**config.mk**
```make
export PLATFORM = sky130hd
export DESIGN_NAME = hogb_div
export DESIGN_NICKNAME = d
export VERILOG_FILES = /design/src/hdl/hogb_pkg.sv /design/src/hdl/hogb_div.sv
export SDC_FILE = /design/constraint.sdc
export NUM_CORES = 1
export LEC_CHECK = 0
export BUFFER_PORTS_ARGS = -buffer_cell sky130_fd_sc_hd__buf_2
export CAP_MARGIN = 0
export CELL_PAD_IN_SITES_DETAIL_PLACEMENT = 2
export CELL_PAD_IN_SITES_GLOBAL_PLACEMENT = 2
export CORE_MARGIN = 2
export CORE_UTILIZATION = 38
export CTS_CLUSTER_DIAMETER = 80
export DETAILED_ROUTE_END_ITERATION = 10
export GPL_TIMING_DRIVEN = 0
export PLACE_DENSITY = 0.82
export SYNTH_ARGS = -nofsm -noshare
export SYNTH_HDL_FRONTEND = slang
export SYNTH_SLANG_ARGS = --single-unit
```
**constraint.sdc**
```tcl
create_clock -name clk_i -period 3.8 [get_ports clk_i]
set_input_delay 0.19 -clock clk_i [delete_from_list [all_inputs] [get_ports clk_i]]
set_output_delay 0.19 -clock clk_i [all_outputs]
set_load 0.01 [all_outputs]
```
**src/hdl/hogb_pkg.sv**
```systemverilog
// Package for the height occupancy grid builder.
// Holds the word types, the cell record, item codes, register map and reset values.
// No dependencies.
`default_nettype none

package hogb_pkg;

  // Item kinds
  localparam logic [1:0] KIND_POINT = 2'd0;
  localparam logic [1:0] KIND_READ  = 2'd1;
  localparam logic [1:0] KIND_CLEAR = 2'd2;

  // Occupancy codes
  localparam logic [7:0] OCC_FREE   = 8'd0;
  localparam logic [7:0] OCC_SPREAD = 8'd100;
  localparam logic [7:0] OCC_MARKED = 8'd254;

  // Register indexes
  localparam logic [2:0] REG_MODE      = 3'd0;
  localparam logic [2:0] REG_OFFSET_X  = 3'd1;
  localparam logic [2:0] REG_OFFSET_Y  = 3'd2;
  localparam logic [2:0] REG_CELL_SIZE = 3'd3;
  localparam logic [2:0] REG_HDIFF     = 3'd4;
  localparam logic [2:0] REG_BAND_LOW  = 3'd5;
  localparam logic [2:0] REG_BAND_HIGH = 3'd6;
  localparam logic [2:0] REG_BORDER    = 3'd7;

  // Reset values
  localparam logic        RST_MODE      = 1'b0;
  localparam logic [15:0] RST_OFFSET_X  = 16'sd0;
  localparam logic [15:0] RST_OFFSET_Y  = -16'sd5000;
  localparam logic [9:0]  RST_CELL_SIZE = 10'd200;
  localparam logic [14:0] RST_HDIFF     = 15'd300;
  localparam logic [15:0] RST_BAND_LOW  = -16'sd300;
  localparam logic [15:0] RST_BAND_HIGH = 16'sd300;
  localparam logic [4:0]  RST_BORDER    = 5'd5;

  // Map size defaults
  localparam int DEF_MAP_COLS = 100;
  localparam int DEF_MAP_ROWS = 50;

  // Divider widths: distance from origin and cell size
  localparam int DIST_W  = 17;
  localparam int CSIZE_W = 10;

  typedef struct packed {
    logic [1:0]         kind;
    logic signed [15:0] point_x;
    logic signed [15:0] point_y;
    logic signed [15:0] point_z;
    logic [6:0]         cell_col;
    logic [5:0]         cell_row;
  } in_word_t;

  typedef struct packed {
    logic [7:0] occupancy;
    logic       in_map;
  } out_word_t;

  typedef struct packed {
    logic signed [15:0] min_h;
    logic signed [15:0] max_h;
    logic               seen;
    logic               marked;
  } cell_t;

endpackage

`default_nettype wire

```
**src/hdl/hogb_div.sv**
```systemverilog
// Restoring divider, one quotient bit per cycle, for binning a distance by the cell size.
// Depends on hogb_pkg for default widths.
`default_nettype none

module hogb_div #(
  parameter int NUM_W = hogb_pkg::DIST_W,
  parameter int DEN_W = hogb_pkg::CSIZE_W
) (
  input  wire logic             clk_i,
  input  wire logic             rst_ni,
  input  wire logic             start_i,
  input  wire logic [NUM_W-1:0] num_i,
  input  wire logic [DEN_W-1:0] den_i,
  output logic                  done_o,
  output logic [NUM_W-1:0]      quot_o
);
  import hogb_pkg::*;

  localparam int CNT_W = $clog2(NUM_W + 1);

  logic             busy_q;
  logic [CNT_W-1:0] cnt_q;
  logic [DEN_W-1:0] rem_q, den_q;
  logic [NUM_W-1:0] quo_q;
  logic [DEN_W:0]   trial;
  logic [DEN_W:0]   diff;
  logic             fits;

  // Shift in the next dividend bit and try the subtraction
  always_comb begin
    trial = {rem_q, quo_q[NUM_W-1]};
    diff  = trial - {1'b0, den_q};
    fits  = trial >= {1'b0, den_q};
  end

  always_ff @(posedge clk_i or negedge rst_ni) begin
    if (!rst_ni) begin
      busy_q <= 1'b0;
      cnt_q  <= '0;
      done_o <= 1'b0;
    end else begin
      done_o <= 1'b0;
      if (start_i) begin
        busy_q <= 1'b1;
        cnt_q  <= '0;
      end else if (busy_q) begin
        if (cnt_q == CNT_W'(NUM_W - 1)) begin
          busy_q <= 1'b0;
          done_o <= 1'b1;
        end
        cnt_q <= cnt_q + 1'b1;
      end
    end
  end

  // Datapath
  always_ff @(posedge clk_i) begin
    if (start_i) begin
      rem_q <= '0;
      quo_q <= num_i;
      den_q <= den_i;
    end else if (busy_q) begin
      rem_q <= fits ? diff[DEN_W-1:0] : trial[DEN_W-1:0];
      quo_q <= {quo_q[NUM_W-2:0], fits};
    end
  end

  assign quot_o = quo_q;

endmodule

`default_nettype wire

```
Word-level counts from Yosys, hierarchy flattened
Index checks and enable logic that the tools add are counted.
- register bits after elaboration: 44
- output and inout bits: 18
- add/subtract/negate cells: 2
- magnitude comparators: 1
- eq/ne operators: 1
- multiplexer cells: 11
- reduce and logical (&&, ||, !) cells: 1
- operator list (kind ; number):
    $mux W17 ; 2
    $ge A11 B10 Y1 ; 1
    $mux W10 ; 1
    $mux W5 ; 2
    $sub A10 B10 Y10 ; 1
    $mux W1 ; 6
    $add A5 B1 Y5 const B ; 1
    $eq A5 B5 Y1 const B ; 1
    $reduce_bool A2 Y1 ; 1

Longest topological paths before layout
Gate-level depths: netlist of the first run.
- depth in word-level cells: 4
- gate-level depth with buffers: 9
- mapped depth without buffers: 9

Least setup slack after synthesis of the first run
OpenSTA, ideal clock, no wires.
- path type: register to register
- start: reg quo_q[16] (netlist: quot_o[16])
- end: reg rem_q[8]
- library setup time: 0.139 ns
- arrival time: 1.898 ns
- required time: 3.661 ns
- path slack: 1.762 ns
- cell stages (with the launch flop): 10
- cell sequence: edfxtp_1 > inv_1 > ha_1 > inv_1 > fa_1 > a211oi_1 > or2_2 > a311o_1 > xor2_1 > a31oi_1
- cells in the longest elaborated chain, start to end: 2
- elaborated cells between the ends (all ways): 3
- classes of those cells: add/sub (1); order compare (1); mux (1)
- RTL lines (element ; line ; RTL):
    start: declaration ; hogb_div.sv:24 ; logic [NUM_W-1:0] quo_q;
    start signal: assignment ; hogb_div.sv:60 ; quo_q <= num_i;
    start signal: assignment ; hogb_div.sv:64 ; quo_q <= {quo_q[NUM_W-2:0], fits};
    $sub A10 B10 Y10 / $ge A11 B10 Y1 (equally long branches) ; hogb_div.sv:32, hogb_div.sv:33 ;
    $mux W10 * ; hogb_div.sv:63 ; rem_q <= fits ? diff[DEN_W-1:0] : trial[DEN_W-1:0];
    end signal: assignment ; hogb_div.sv:63 ;
    end: declaration ; hogb_div.sv:23 ; logic [DEN_W-1:0] rem_q, den_q;
Every way passes the cells marked *; elsewhere a longest branch is shown, timed or not.
A chain may end at the register's enable or synchronous reset.

Worst setup path after layout of the first run
- start: reg den_q[6]
- end: reg quo_q[0] (netlist: quot_o[0]), data pin
- cells in the longest elaborated chain, start to end: 3
- RTL lines (element ; line ; RTL):
    start: declaration ; hogb_div.sv:23 ;
    start signal: assignment ; hogb_div.sv:61 ; den_q <= den_i;
    $ge A11 B10 Y1 ; hogb_div.sv:33 ; fits = trial >= {1'b0, den_q};
    $mux W17 ; hogb_div.sv:62 ; end else if (busy_q) begin
    $mux W17 ; hogb_div.sv:58 ; if (start_i) begin
Every way passes these cells. The select of a mux whose other input is x is not followed.

==> summary.txt, run 1 <==
Place
  • Post-DP HPWL: 4824 um
  • DP Cell Count: between 300 and 400
  • Post-DP Area: ~2700 sq um
  • I/O Buffers: 47
  • Gpl congestion: around 0.8

Power and ir drop
  • P_int: slightly above 1000 uW
  • Gate power share: 41.8%
  • Flop pwr share: approximately 40%
  • Net switching power: approximately 650 uW
  • Pwr per Cell Area: 604.0 nW/um^2
  • Power share of the clock group: about a fifth
  • Peak supply drop: roughly 0.25 mV
  • Sw Ratio: 38.55%
  • LEAKAGE: ~0.0012 uW

STA
  • Unrepaired setup endpoints after global routing: false
  • Worst Tran Pin Value: 573.1 ps
  • Final Slew Violations: 0
  • Max Clk Rate: between 400 and 500 MHz
  • TNS Setup: 0 ps
  • Hold Vio Cnt, Final: 0
  • Final setup viols: 0
  • Normalized max-slew margin: between 60% and 70%
  • Final Hold Slack: slightly below 60 ps
  • Post-route minimum period: between 2000 and 2500 ps
  • Max Clock Skew: 7.209 ps
  • Final Cycle Share: 65.01%

Hold path
  • Worst Hold Depth: 1
  • Worst Hold Path EP: den_q[2]$_DFFE_PP_
  • Worst hold path type: in2reg
  • Hold path start: den_i[2]

Die
  • Initial Utilization: roughly two fifths
  • Die outline height: between 80 and 90 um
  • Die ar.: just under 7000 sq um
  • Core area: around 6000 sq um
  • FP Rows: 28
  • I/O pin cnt: between 40 and 50
  • Die width: between 80 and 90 um

Synth
  • Top cells by area, synth: edfxtp_1 34%, dfxtp_1 8.5%, mux2_2 8.1%, dfrtp_1 7.4%, ha_1 6.4%
  • Cell accounting for the most synthesized area: edfxtp_1
  • Asr flop ratio synth: 15.91%
  • YS warnings: 0
  • Post-synthesis adder-cell area fraction: about 7.2%
  • Register area share after synthesis: 50.40%
  • Seq cells post-synth: between 40 and 50
  • Syn Area/Cell: ~11 sq um
  • Top cells by count, synth: 27 x edfxtp_1, 20 x nor2_1, 17 x mux2_2
  • Post-synthesis compound-gate area fraction: 14.78%
  • Main synth FF type: edfxtp_1
  • Share of the synthesized area in the top cell type: ~34%
  • Cells after Synth: between 200 and 250
  • Post-synthesis mux area share: 8.559%
  • Synth Area in Simple Gates: about an eighth
  • Number of synthesized flops with an enable pin: 27
  • Synth Area in XOR/XNOR: roughly 3%
  • Synthesized area: about 2400 sq um
  • Netlist cell types: 47
  • Mapped Nets: 253
  • Most numerous cell in the Yosys netlist: edfxtp_1
  • Largest family of logic cells by synthesized area: compound AO/OA/AOI/OAI gates

Setup path
  • Req. time, crit path: between 3000 and 4000 ps
  • R2R setup slack: ~1300 ps
  • Bufs and invs on worst path: 2
  • WP depth: 8
  • Worst-path cell chain: inv_1 -> ha_1 -> a21oi_2 -> o21ai_2 -> a211oi_1 -> buf_2 -> nand2_1 -> mux2_2
  • Worst r2r path cells: 8
  • Worst r2r src: den_q[6]$_DFFE_PP_
  • Worst-path fanout max: 10
  • Kind of critical path: reg2reg
  • R2R Path End: quot_o[0]$_DFFE_PP_
  • Crit-path leading delay family: compound AO/OA/AOI/OAI gates
  • CP endpoint kind: flop
  • Crit path DAT: roughly 2500 ps
  • Setup crit start kind: flop
  • Peak per-stage delay on the critical path: around 360 ps
  • Slowest CP cell: ha_1

Route
  • Final wirelength: between 6000 and 7000 um
  • Metal2 WL: ~3400 um
  • WL met3: about 170 um
  • DR vias: roughly 1900
  • Iteration-0 DRC Markers: 102
  • Post-route ant nets: 0
  • Routed vias/inst: 5.499
  • Post-route DRC: 0
  • DRT Pass-1 Iters: 4
  • WL/cell: between 15 and 20 um
  • M1 wire length: between 2000 and 3000 um
  • Uppermost routed layer: met4

Cells and area
  • Antenna cells: 0
  • Fin area: roughly 2800 sq um
  • Non-filler instance count after layout: 341
  • Synthesis-to-layout area growth: 18.39%
  • Share of cells above drive strength 1: between 30% and 40%
  • Nets: around 310

Clock tree
  • CTS Buffer Depth: 2
  • Hold Buf Count CTS: 1
  • Worst skew pair latency: about 300 ps
  • Clk sinks: 44
  • TritonCTS buffer count: 5
  • Postcts setup bufs: 0
  • CTS tree: built
  • H-Tree Depth: 2
  • Post-cts gate resize count: 0
  • CTS clock-pin slew for the worst setup and hold paths: about 90 ps
  • Root Buffer: clkbuf_8

Global route
  • GR Util All Layers: between 20% and 30%
  • Grt total ovfl: 0
  • Initial antenna violation count: 0
  • Largest net degree at the start of global routing: 18
  • First-pass GRT wire length: 10910 um
  • Vias in the first global route: approximately 2000

Run status
  • Status: finished clean

Job
  • Maxcap violations: 0
-- layout make-up --
cell class	instances	area, sq um
fill	641	3169
sequential	44	1186
multi-input combinational	141	1070
timing repair buffer	48	245.2
tap	75	93.84
clock buffer	7	86.33
inverter	16	60.06
buffer	9	37.54
clock inverter	1	7.507
-- layer usage --
| metal | vias up | track usage [%] |
|---|---|---|
| met2 | 34 | 37.58 |
| met3 | 11 | 3.152 |
| li1 | 885 | - |
| met4 | 0 | 6.885 |
| met1 | 945 | 28.52 |
| met5 | - | 0 |
-- per-stage QoR --
| stage | setup slack, ps | util [%] | total power (uW) |
|---|---|---|---|
| detailed placement | 1342 | 45.04 | 1362 |
| global placement | 1450 | 45.04 | 1326 |
| finish | 1330 | 46.79 | 1683 |
| CTS | 1329 | 46.79 | 1694 |
| global route | 1150 | 46.79 | 1804 |
| floorplan | 1762 | - | 1140 |
-- cells in the final DEF (no fill, tap or decap), drive strengths merged, types with 4 or more instances in the layout --
| cell | netlist | final |
|---|---|---|
| mux2 | 17 | 17 |
| dfxtp | 10 | 10 |
| o21ai | 8 | 8 |
| inv | 16 | 16 |
| buf | 5 | 52 |
| nand2 | 11 | 11 |
| nand3 | 6 | 6 |
| edfxtp | 27 | 27 |
| ha | 12 | 12 |
| nor2 | 20 | 20 |
| dfrtp | 7 | 7 |
| a311oi | 6 | 6 |
| clkbuf | 4 | 11 |
| a21oi | 7 | 7 |
| a21o | 4 | 4 |
| xor2 | 6 | 6 |
-- state kept, by name, summed over array words and instances (netlist names) --
signal and flops:
busy_q 1, cnt_q 5, den_q 10, done_o 1, quot_o 17, rem_q 10
-- power groups by stage --
stage / registers [uW] / clock network, uW / logic, uW
global placement: 671 / 0 / 655
finish: 668 / 313 / 703
global route: 679 / 342 / 783
detailed placement: 674 / 0 / 689
floorplan: 664 / 0 / 475
CTS: 668 / 322 / 704
-- worst max-delay path by stage --
stage                          startpoint                     to
floorplan            quot_o[16]$_DFFE_PP_  rem_q[8]$_SDFFE_PP0P_
global placement    rem_q[5]$_SDFFE_PP0P_    quot_o[0]$_DFFE_PP_
detailed placement     den_q[6]$_DFFE_PP_    quot_o[0]$_DFFE_PP_
CTS                    den_q[6]$_DFFE_PP_    quot_o[0]$_DFFE_PP_
global route           den_q[6]$_DFFE_PP_    quot_o[0]$_DFFE_PP_
finish                 den_q[6]$_DFFE_PP_    quot_o[0]$_DFFE_PP_
-- logic make-up after synthesis --
family / count (synthesis)
AO/OA/AOI/OAI: 46
flip-flops: 44
XOR/XNOR: 8
AND/OR/NAND/NOR: 56
adder cells (fa/ha/maj): 13
buffers and inverters: 25
multiplexers: 18
Power figures use the tool's default switching activity.
==> run 2: changes to the inputs <==
- CORE_UTILIZATION: 38 -> 32
- PLACE_DENSITY: 0.82 -> 0.73
- clock period: 3.8 -> 2.09 ns (I/O delays scaled with it)
==> summary.txt, run 2 (same netlist as run 1, synthesis figures left out) <==
STA
  • Final Slew Violations: 0 (unchanged)
  • Normalized max-slew margin: 61.22% (-0.57 points)
  • Post-route minimum period: 2264 ps (-206.4 ps)
  • Worst Tran Pin Value: 581.7 ps (+8.608 ps)
  • Final setup viols: 10 (+10)
  • Max Clk Rate: 441.7 MHz (+9.1%)
  • Max Clock Skew: 12.68 ps (+5.467 ps)
  • Unrepaired setup endpoints after global routing: true
  • Setup ws final: -173.9 ps (-1504 ps)
  • Hold Vio Cnt, Final: 0 (unchanged)
  • Final Cycle Share: 108.3% (+43 points)

Global route
  • Initial antenna violation count: 0 (unchanged)
  • Largest net degree at the start of global routing: 18 (unchanged)
  • GR Util All Layers: 19.49% (-2.4 points)
  • First-pass GRT wire length: 12340 um (+13%)
  • Grt total ovfl: 0 (unchanged)
  • Vias in the first global route: 2290 (+12%)

Cells and area
  • # fillers: 758 (+18%)
  • Area of the multi-input gates: 1220 sq um (+14%)
  • Fin area: 3266 sq um (+17%)
  • Share of cells above drive strength 1: 43.33% (+12 points)
  • Commonest non-fill, non-tap cell in the layout: buf_2
  • Max FFs per register: 17 (unchanged)
  • Most frequent cells in the layout: 48 x buf_2, 27 x edfxtp_1, 21 x buf_4, 17 x mux2_2, 17 x nor2_1
  • Antenna cells: 0 (unchanged)
  • Synthesis-to-layout area growth: 38.76%
  • Register area: 1187 sq um (+0.11%)
  • Nets: 342 (+11%)

Place
  • I/O Buffers: 47 (unchanged)
  • Post-DP HPWL: 4763 um (-1.3%)
  • Post-DP Area: 2713 sq um (+1.1%)
  • Dpl ws: -354.0 ps (-1696 ps)
  • Gpl congestion: 0.7667 (-2.7%)

Hold path
  • Worst Hold Path EP: quot_o[7]$_DFFE_PP_
  • Worst hold path type: in2reg
  • Worst Hold Depth: 2 (+1)
  • Hold path start: num_i[7]

Die
  • Die ar.: 8057 sq um (+18%)
  • Die outline height: 89.76 um (+8.5%)
  • Core area: 7176 sq um (+20%)
  • Initial Utilization: 32.80% (-6.7 points)
  • FP Rows: 31 (+11%)
  • Die width: 89.76 um (+8.5%)
  • I/O pin cnt: 48 (unchanged)

Clock tree
  • CTS clock-pin slew for the worst setup and hold paths: 90 ps (about the same)
  • Clk sinks: 44 (unchanged)
  • Root Buffer: clkbuf_8
  • CTS tree: built
  • CTS Buffer Depth: 2 (unchanged)
  • Worst skew pair latency: 310 ps (about the same)
  • TritonCTS buffer count: 5 (unchanged)
  • H-Tree Depth: 2 (unchanged)

Power and ir drop
  • Peak supply drop: 0.4535 mV (+82%)
  • Flop pwr share: 33.8% (-5.9 points)
  • P_int: 2174 uW (+110%)
  • Pwr per Cell Area: 1115 nW/um^2 (+85%)
  • LEAKAGE: 0.001367 uW (+14%)
  • Sw Ratio: 40.30% (+1.8 points)
  • Gate power share: 51.0% (+9.2 points)
  • Net switching power: 1468 uW (+130%)
  • Power share of the clock group: 15.2% (-3.4 points)

Setup path
  • CP endpoint kind: flop
  • Worst-path fanout max: 6 (-4)
  • Worst r2r src: quot_o[16]$_DFFE_PP_
  • Req. time, crit path: 2300 ps (-1560 ps)
  • Crit path DAT: 2470 ps (-60 ps)
  • Kind of critical path: reg2reg
  • R2R Path End: rem_q[0]$_SDFFE_PP0P_
  • Setup crit start kind: flop
  • R2R setup slack: -170 ps (-1500 ps)
  • Worst r2r path cells: 11 (+3)

Job
  • Maxcap violations: 0 (unchanged)

Run status
  • Violated checks: setup timing
  • Status: finished, violations left

Route
  • DR vias: 2032 (+8.4%)
  • DRT Pass-1 Iters: 4 (unchanged)
  • Final wirelength: 7894 um (+19%)
  • Routed vias/inst: 5.093 (-7.4%)
  • Post-route ant nets: 0 (unchanged)
  • WL/cell: 19.78 um (+1.7%)
  • Post-route DRC: 0 (unchanged)
  • Iteration-0 DRC Markers: 80 (-22%)
==> run 2: layout make-up <==
class,count,area share [%]
Multi-Input combinational cell,141,37.36
Sequential cell,44,36.36
Timing Repair Buffer,82,16.55
Tap cell,99,3.793
Clock buffer,5,2.107
Inverter,16,1.839
Buffer,9,1.418
Clock inverter,3,0.5747
==> run 2: power groups by stage <==
stage                     sequential, uW  clock (uW)  combinational (uW)
after floorplan                     1210           0                 864
after global routing                1250         597                2000
after global placement              1220           0                1190
after detailed placement            1230           0                1240
after CTS                           1230         568                1580
final                               1230         553                1860
==> run 2: worst max-delay path by stage <==
stage / startpoint / to / slack (ps) / depth (start not counted)
final: quot_o[16]$_DFFE_PP_ / rem_q[0]$_SDFFE_PP0P_ / -170 / 11
after global routing: quot_o[16]$_DFFE_PP_ / rem_q[6]$_SDFFE_PP0P_ / -250 / 9
after CTS: quot_o[16]$_DFFE_PP_ / rem_q[8]$_SDFFE_PP0P_ / -20 / 9
after detailed placement: rem_q[5]$_SDFFE_PP0P_ / quot_o[0]$_DFFE_PP_ / -350 / 7
after global placement: rem_q[5]$_SDFFE_PP0P_ / quot_o[0]$_DFFE_PP_ / -310 / 7
after floorplan: quot_o[16]$_DFFE_PP_ / rem_q[8]$_SDFFE_PP0P_ / 50 / 9
==> run 2: stage by stage <==
stage | instances | hold WS (ps) | power [uW] | util (%) | setup TNS [ps]
6_report | 399 | 99.08 | 3642 | 45.51 | -987.7
5_1_grt | 399 | 92.13 | 3857 | 45.51 | -2027
4_1_cts | 395 | 94.04 | 3376 | 43.92 | -34.17
3_5_place_dp | 356 | -47.17 | 2469 | 37.80 | -3592
3_3_place_gp | 356 | -47.39 | 2417 | 37.80 | -3136
2_1_floorplan | 210 | -191.1 | 2072 | - | 0
==> run 2: critical path, cell delays in order (launching register included) <==
cell,delay (ps)
edfxtp_1,360
inv_1,50
ha_2,210
buf_6,120
nand3b_1,220
a21oi_4,300
buf_6,140
o31ai_4,60
buf_6,140
buf_6,120
a21o_1,180
a311oi_2,260
==> run 2: routing by layer <==
metal / global-route usage (%) / part of all wire (%) / routed length (um) / up-vias
met5: 0 / 0 / 0 / -
met4: 5.000 / 1.3 / 102 / 0
met3: 2.179 / 2.6 / 203 / 8
met2: 35.73 / 53 / 4201 / 40
met1: 24.44 / 43 / 3386 / 1032
li1: - / - / - / 952
==> run 2: what timing repair did <==
item,4_1_cts,5_1_grt
hold buffers,11,0
resized for setup,20,21
endpoints found under the setup margin,9,11
pin swaps,12,19
buffers inserted,20,4
gates cloned,0,0
hold endpoints to repair,17,0
==> run 3: changes to the inputs <==
- TNS_END_PERCENT: default -> 1
==> summary.txt, run 3 (same netlist as run 1, synthesis figures left out) <==
Global route
  • Initial antenna violation count: 0 (unchanged)
  • Vias in the first global route: 2225 (-2.8%)
  • Largest net degree at the start of global routing: 18 (unchanged)
  • Grt total ovfl: 0 (unchanged)
  • GR Util All Layers: 18.88% (-0.61 points)
  • First-pass GRT wire length: 11960 um (-3.1%)

Cells and area
  • Antenna cells: 0 (unchanged)
  • Non-filler instance count after layout: 394 (-1.3%)
  • Area of the multi-input gates: 1196 sq um (-1.9%)
  • # fillers: 758 (unchanged)
  • Commonest non-fill, non-tap cell in the layout: buf_2
  • Synthesis-to-layout area growth: 35.51%
  • Most frequent cells in the layout: 48 x buf_2, 27 x edfxtp_1, 20 x nor2_1, 20 x buf_4, 17 x mux2_2
  • Final core utilization: 44.45% (-1.1 points)
  • Nets: 337 (-1.5%)
  • Fin area: 3189 sq um (-2.3%)
  • Share of cells above drive strength 1: 40.34% (-3.0 points)
  • Max FFs per register: 17 (unchanged)
  • Register area: 1187 sq um (unchanged)

Clock tree
  • TritonCTS buffer count: 5 (unchanged)
  • Root Buffer: clkbuf_8
  • Clk sinks: 44 (unchanged)
  • Worst skew pair latency: 300 ps (about the same)
  • CTS tree: built
  • CTS Buffer Depth: 2 (unchanged)
  • CTS clock-pin slew for the worst setup and hold paths: 90 ps (about the same)
  • H-Tree Depth: 2 (unchanged)

Setup path
  • Req. time, crit path: 2300 ps (about the same)
  • Slowest CP cell: edfxtp_1
  • Crit. Startpoint: quot_o[16]$_DFFE_PP_
  • Crit path DAT: 2460 ps (about the same)
  • Kind of critical path: reg2reg
  • Worst-path fanout max: 6 (unchanged)
  • Worst-path cell chain: inv_1 -> ha_2 -> buf_4 -> nand3b_1 -> a21oi_4 -> o31a_1 -> buf_4 -> o21ai_0 -> a311oi_1
  • CP endpoint kind: flop
  • Peak per-stage delay on the critical path: 360 ps (about the same)
  • Worst r2r src: quot_o[16]$_DFFE_PP_
  • Setup crit start kind: flop
  • Most frequent CP cell: buf_4

Route
  • WL/cell: 18.66 um (-5.7%)
  • Final wirelength: 7352 um (-6.9%)
  • DRT Pass-1 Iters: 4 (unchanged)
  • Routed vias/inst: 5.086 (-0.13%)
  • Iteration-0 DRC Markers: 59 (-26%)
  • DR vias: 2004 (-1.4%)
  • Post-route DRC: 0 (unchanged)
  • Post-route ant nets: 0 (unchanged)

Power and ir drop
  • P_int: 2126 uW (-2.2%)
  • Peak supply drop: 0.4494 mV (-0.89%)
  • Flop pwr share: 35.3% (+1.5 points)
  • Power share of the clock group: 15.7% (+0.5 points)
  • LEAKAGE: 0.001334 uW (-2.4%)
  • Gate power share: 49.0% (-2.0 points)
  • Sw Ratio: 39.09% (-1.2 points)
  • Pwr per Cell Area: 1095 nW/um^2 (-1.9%)
  • Net switching power: 1365 uW (-7.0%)

Place
  • Gpl congestion: 0.7667 (unchanged)
  • Post-DP HPWL: 4763 um (unchanged)
  • I/O Buffers: 47 (unchanged)
  • Post-DP Area: 2713 sq um (unchanged)
  • DP Cell Count: 356 (unchanged)

Run status
  • Violated checks: setup timing
  • Status: finished, violations left

Die
  • FP Rows: 31 (unchanged)
  • I/O pin cnt: 48 (unchanged)
  • Die width: 89.76 um (unchanged)
  • Core area: 7176 sq um (unchanged)
  • Die ar.: 8057 sq um (unchanged)
  • Die outline height: 89.76 um (unchanged)
  • Initial Utilization: 32.80% (unchanged)

STA
  • Max Clock Skew: 9.248 ps (-3.427 ps)
  • Hold Vio Cnt, Final: 0 (unchanged)
  • Final setup viols: 11 (+1)
  • Final Hold Slack: 98.82 ps (-0.2572 ps)
  • Unrepaired setup endpoints after global routing: true
  • Max Clk Rate: 443.9 MHz (+0.49%)
  • TNS Setup: -1041 ps (-53.17 ps)
  • Final Slew Violations: 0 (unchanged)
  • Normalized max-slew margin: 60.48% (-0.74 points)
  • Final Cycle Share: 107.8% (-0.53 points)
  • Post-route minimum period: 2253 ps (-11.09 ps)
  • Worst Tran Pin Value: 592.8 ps (+11.15 ps)
  • Setup ws final: -162.8 ps (+11.09 ps)

Job
  • Maxcap violations: 0 (unchanged)

Hold path
  • Hold path start: num_i[7]
  • Worst hold path type: in2reg
run 3: metrics by stage:
step                      total power, uW  worst slack [ps]
after global placement               2417            -312.5
final                                3491            -162.8
after detailed placement             2469            -354.0
after global routing                 3734            -282.2
after CTS                            3363            -21.60
after floorplan                      2072             52.49
run 3: per-layer routing:
| metal | vias up | share of wire (%) | global-route usage (%) |
|---|---|---|---|
| met3 | 7 | 2.5 | 2.179 |
| met1 | 1007 | 43 | 24.22 |
| met5 | - | 0 | 0 |
| met2 | 44 | 53 | 33.59 |
| li1 | 946 | - | - |
| met4 | 0 | 1.2 | 5.513 |
run 3: final cells by class:
type	instances	area share [%]
Multi-Input combinational cell	141	37.50
Sequential cell	44	37.23
Timing Repair Buffer	77	15.42
Tap cell	99	3.884
Clock buffer	5	2.158
Inverter	16	1.883
Buffer	9	1.334
Clock inverter	3	0.5885
run 3: worst paths after layout:
path | cells after the start | endpoint | slack, ps
setup / recovery | 9 | rem_q[1]$_SDFFE_PP0P_ | -160
hold / removal | 2 | quot_o[7]$_DFFE_PP_ | 100
setup reg to reg | 9 | rem_q[1]$_SDFFE_PP0P_ | -160
min in group asynchronous | 2 | cnt_q[3]$_DFFE_PN0P_ | 170
hold reg to reg | 2 | rem_q[5]$_SDFFE_PP0P_ | 540
max in group asynchronous | 2 | cnt_q[0]$_DFFE_PN0P_ | 1760
run 3: timing repair:
action,CTS,global route
hold buffers,11,0
buffers inserted,16,3
endpoints found under the setup margin,9,11
endpoints found under the hold margin,17,0
resized for setup,21,8
pin swaps,12,11
run 3: worst max-delay path, delay by kind of cell, from the launching register on:
family | cells | cell delay, ps
AO/OA/AOI/OAI | 4 | 1020
flip-flops | 1 | 360
buffers and inverters | 3 | 360
AND/OR/NAND/NOR | 1 | 230
adder cells (fa/ha/maj) | 1 | 190
run 3: power groups by stage:
stage | sequential (uW) | clock (uW) | combinational, uW
floorplan | 1210 | 0 | 864
global placement | 1220 | 0 | 1190
detailed placement | 1230 | 0 | 1240
CTS | 1230 | 568 | 1570
global route | 1250 | 597 | 1880
finish | 1230 | 549 | 1710
